===== src/rtl/mrr_pkg.sv =====
// shared constants, codes and control structs for the matrix ring rotation block
package mrr_pkg;

  // matrix geometry
  localparam int MAX_N   = 16;
  localparam int IDX_W   = $clog2(MAX_N);
  localparam int N_W     = IDX_W + 1;
  localparam int RING_W  = IDX_W + 2;
  localparam int ADDR_W  = 2 * IDX_W;
  localparam int DEPTH   = MAX_N * MAX_N;

  // data and configuration widths
  localparam int DATA_W  = 32;
  localparam int STEP_W  = 16;
  localparam int CFG_W   = 16;
  localparam int CFG_IDX_W = 1;

  // register indexes
  localparam logic [CFG_IDX_W-1:0] REG_SIZE  = 1'b0;
  localparam logic [CFG_IDX_W-1:0] REG_STEPS = 1'b1;

  // command codes
  localparam logic CMD_WRITE = 1'b0;
  localparam logic CMD_READ  = 1'b1;

  // reset values
  localparam logic [N_W-1:0]    SIZE_RST  = N_W'(MAX_N);
  localparam logic [STEP_W-1:0] STEPS_RST = '0;

  // modulo unit request
  typedef struct packed {
    logic              start;
    logic [STEP_W-1:0] dividend;
    logic [RING_W-1:0] divisor;
  } mod_req_t;

  // modulo unit response
  typedef struct packed {
    logic              done;
    logic [RING_W-1:0] rem;
  } mod_rsp_t;

endpackage


===== src/rtl/mrr_mod_unit.sv =====
// iterative remainder unit, two dividend bits per cycle
module mrr_mod_unit (
  input  logic              clk,
  input  logic              rst_n,
  input  mrr_pkg::mod_req_t req,
  output mrr_pkg::mod_rsp_t rsp
);

  localparam int ITER   = mrr_pkg::STEP_W / 2;
  localparam int CNT_W  = $clog2(ITER);
  localparam int RING_W = mrr_pkg::RING_W;
  localparam int STEP_W = mrr_pkg::STEP_W;

  logic              busy_r, busy_nxt;
  logic              done_r, done_nxt;
  logic [CNT_W-1:0]  cnt_r, cnt_nxt;
  logic [STEP_W-1:0] shift_r, shift_nxt;
  logic [RING_W-1:0] rem_r, rem_nxt;
  logic [RING_W-1:0] div_r, div_nxt;
  logic [RING_W:0]   t1, t2;
  logic [RING_W-1:0] r1, r2;

  // two restoring compare and subtract steps
  always_comb begin
    t1 = {rem_r, shift_r[STEP_W-1]};
    if (t1 >= {1'b0, div_r}) begin
      r1 = RING_W'(t1 - {1'b0, div_r});
    end else begin
      r1 = t1[RING_W-1:0];
    end
    t2 = {r1, shift_r[STEP_W-2]};
    if (t2 >= {1'b0, div_r}) begin
      r2 = RING_W'(t2 - {1'b0, div_r});
    end else begin
      r2 = t2[RING_W-1:0];
    end
  end

  // sequencing of the iterations
  always_comb begin
    busy_nxt  = busy_r;
    done_nxt  = 1'b0;
    cnt_nxt   = cnt_r;
    shift_nxt = shift_r;
    rem_nxt   = rem_r;
    div_nxt   = div_r;
    if (req.start) begin
      busy_nxt  = 1'b1;
      cnt_nxt   = '0;
      shift_nxt = req.dividend;
      rem_nxt   = '0;
      div_nxt   = req.divisor;
    end else if (busy_r) begin
      shift_nxt = {shift_r[STEP_W-3:0], 2'b00};
      rem_nxt   = r2;
      cnt_nxt   = cnt_r + 1'b1;
      if (cnt_r == CNT_W'(ITER - 1)) begin
        busy_nxt = 1'b0;
        done_nxt = 1'b1;
      end
    end
  end

  always_ff @(posedge clk) begin
    if (!rst_n) begin
      busy_r <= 1'b0;
      done_r <= 1'b0;
      cnt_r  <= '0;
    end else begin
      busy_r <= busy_nxt;
      done_r <= done_nxt;
      cnt_r  <= cnt_nxt;
    end
    shift_r <= shift_nxt;
    rem_r   <= rem_nxt;
    div_r   <= div_nxt;
  end

  assign rsp.done = done_r;
  assign rsp.rem  = rem_r;

endmodule


===== config.mk =====
export PLATFORM = sky130hd
export DESIGN_NAME = mrr_mod_unit
export DESIGN_NICKNAME = d
export VERILOG_FILES = /design/src/rtl/mrr_pkg.sv /design/src/rtl/mrr_mod_unit.sv
export SDC_FILE = /design/constraint.sdc
export NUM_CORES = 1
export LEC_CHECK = 0
export ABC_CLOCK_PERIOD_IN_PS = 5700
export BUFFER_PORTS_ARGS = -buffer_cell sky130_fd_sc_hd__buf_4
export CAP_MARGIN = 20
export CORE_MARGIN = 2
export CORE_UTILIZATION = 32
export DETAILED_ROUTE_END_ITERATION = 8
export GPL_TIMING_DRIVEN = 0
export PLACE_DENSITY_LB_ADDON = 0.2
export SYNTH_ARGS = -nofsm -noshare
export SYNTH_HDL_FRONTEND = slang
export SYNTH_SLANG_ARGS = --single-unit

===== constraint.sdc =====
create_clock -name clk -period 5.7 [get_ports clk]
set_input_delay 0.855 -clock clk [delete_from_list [all_inputs] [get_ports clk]]
set_output_delay 0.855 -clock clk [all_outputs]
set_load 0.02 [all_outputs]

==> impl_metrics.ini <==
[outcome]
status = finished clean

[clock_tree]
post_cts_resized = 0
cts-root-buf = clkbuf_8
ctsHoldBuffers = 0
clk_latency_ps = 290
post_cts_buffers = 0
clock-sinks = 33
clkSlewWorstSetupHoldPaths_ps = 80
cts_max_path_buffers = 2
h-tree-depth = 2
cts_buffers = 5
cts_tree = built

[detailed_routing]
dr.first_iter.drc_count = 70
viasPerCell = 4.89
drt_wl_total_um = 3940
drtAntennaViolNets = 0
avgRoutedWirePerCell_um = 13.4
vias = 1443
firstDrtPassIters = 4
route.detailed.drc = 0

[setup_path]
crit_type = register to register
start_kind = register
rr_worst_depth = 15
timing.rr.end = rem_r[0]
worstReg2RegStart = div_r[4]
cp-end-kind = register
cp_max_fo = 7
crit_arrival_ps = 3990
critPathRequiredTime_ps = 5910
r2r_slack_ps = 1910

[timing]
finalCritPeriodShare_pct = 66.4
skew_ps = 8.54
finalHoldViolCount = 0
fin_tns_setup_ps = 0
fin_hold_ws_ps = 503
slew_headroom_pct = 59.5
fin_ws_ps = 1910
fin_crit_ps = 3790
rsz0062_at_grt = no
clock.fmax_mhz = 264
slew_violations = 0
tightest_slew_ps = 607
setup_violations = 0

[finish]
finalNonFillerCells = 295
fillers = 593
antennaDiodeCount = 0
syn_to_final_growth_pct = 22.1
fin_nets = 260
stdcell_area_mm2 = 0.00247
layout-drive-gt1-share_pct = 29.1
fin_util_pct = 40.9

[global_routing]
grt_start_max_net_pins = 17
grt_first_pass_wirelength_um = 6710
grt_overflow = 0
grt_pass1_vias = 1373
antenna_found_initial = 0
grtUsageTotal_pct = 11.9

[yosys]
synthesis.nets = 222
seq_area_frac_synth_pct = 43.6
synth_top_area_cell = edfxtp_1
synth_warnings = 0
netlist_area_mm2 = 0.00202
synth_ff_type = edfxtp_1
synthTopCellsByArea = edfxtp_1 33%, dfxtp_1 11%, ha_1 8.7%
syn_inst = 181
synth_top_cell_area_share_pct = 32.7
yosysMostFrequentCell = edfxtp_1
ys_seq_elements = 33
syn_avg_cell_area_um2 = 11.2
ys_top_cells_by_count = 22 x edfxtp_1, 15 x mux2_2, 15 x nor2_1
synthDistinctLibCells = 50
synthArstFlopShare_pct = 0
synth-edff-count = 22

[job]
drv_cap = 0

[power]
p_clk_share_pct = 21.3
seq_power_share_pct = 27.8
power_switching_share_pct = 37.9
p_leak_nw = 1.04
vdd_drop_max_mv = 0.275
intPower_mw = 0.697
p_sw_mw = 0.425
p_comb_share_pct = 50.9
power_mw = 1.12
powerDensity_mw_per_mm2 = 455

[placed_design]
placed_cell_area_mm2 = 0.00235
post-place-ws_ps = 1920
dp_cells = 287
dpl.hpwl_um = 3020
gp_routability_congestion = 0.799
io_buffers = 31

[floorplanning]
start_util_pct = 33.5
dieArea_mm2 = 0.00697
dieHeight_um = 83.5
ioPinCount = 32
row_count = 28
die_w_um = 83.5
core_mm2 = 0.00603

[worst_hold_path]
worstHoldStart = cnt_r[1]
hp-class = register to register
min_to = cnt_r[1]
holdPathStages = 2
[power by group through the flow]
stage	clock (mW)	sequential, mW	combinational [mW]
finish	0.239	0.312	0.571
global route	0.255	0.318	0.637
CTS	0.243	0.313	0.573
detailed placement	0	0.318	0.570
global placement	0	0.319	0.568
floorplan	0	0.327	0.434
[area by class of cell]
cell class,instances,area (um2),share of cell area [%]
multi-input combinational,130,1070,43.3
clock buffer,6,82.6,3.35
sequential,33,881,35.7
buffer,5,22.5,0.913
tap,75,93.8,3.80
inverter,13,48.8,1.98
timing repair buffer,31,233,9.43
clock inverter,2,37.5,1.52
[sequential cells by signal, summed over array words and instances (netlist names)]
name     cells
busy_r       1
cnt_r        3
div_r        6
done_r       1
rem_r        6
shift_r     16
[placed cells by master, fill, tap and decap left out, types with 3 or more instances in the layout]
cell type  Yosys  routed
a21o_1         6       6
a21oi_1        6       6
buf_4          1      32
clkbuf_1       3       3
clkbuf_8       0       6
dfxtp_1       11      11
edfxtp_1      22      22
ha_1          14      14
inv_1         13      13
mux2_2        15      15
mux2i_1        5       5
nand2_1        8       8
nand2b_1       6       6
nor2_1        15      15
nor2b_1        5       5
nor3_1         3       3
xnor2_1        3       3
[worst max path at each step]
stage,startpoint,endpoint,slack [ps],depth (start not counted)
2_1_floorplan,rem_r[3],rem_r[0],2180,14
3_3_place_gp,rem_r[3],rem_r[0],1920,14
3_5_place_dp,rem_r[3],rem_r[0],1920,14
4_1_cts,div_r[4],rem_r[0],1890,15
5_1_grt,rem_r[3],rem_r[0],1570,14
6_report,div_r[4],rem_r[0],1910,15
[worst max-delay path: stages, from the launching register on]
cell       delay, ps
edfxtp_1         360
inv_1            110
ha_1             280
a21o_1           170
a211o_2          360
a21o_1           230
and2_0           170
a21o_1           170
inv_1             90
ha_1             250
nor2b_1          150
o31ai_1          350
a21o_1           240
o2111ai_4        210
mux2_4           350
a211oi_2         200
[logic make-up (layout without fill, tap and decap cells)]
logic type / after synthesis / count (layout) / share of synthesized area [%]
xor+xnor: 5 / 5 / 2.17
compound gates: 36 / 36 / 14.7
buf+inv: 18 / 57 / 3.53
flops: 33 / 33 / 43.6
simple gates: 50 / 50 / 12.7
fa+ha+maj: 16 / 16 / 10.7
mux: 23 / 23 / 12.7
[per-layer routing]
layer	global-route usage, %	vias up	part of all wire, %
li1	-	736	-
met3	2.77	5	4.0
met1	16.5	673	51
met4	4.40	0	1.2
met5	0	-	0
met2	18.2	29	44
No activity file was read; power rests on OpenSTA's default activity.
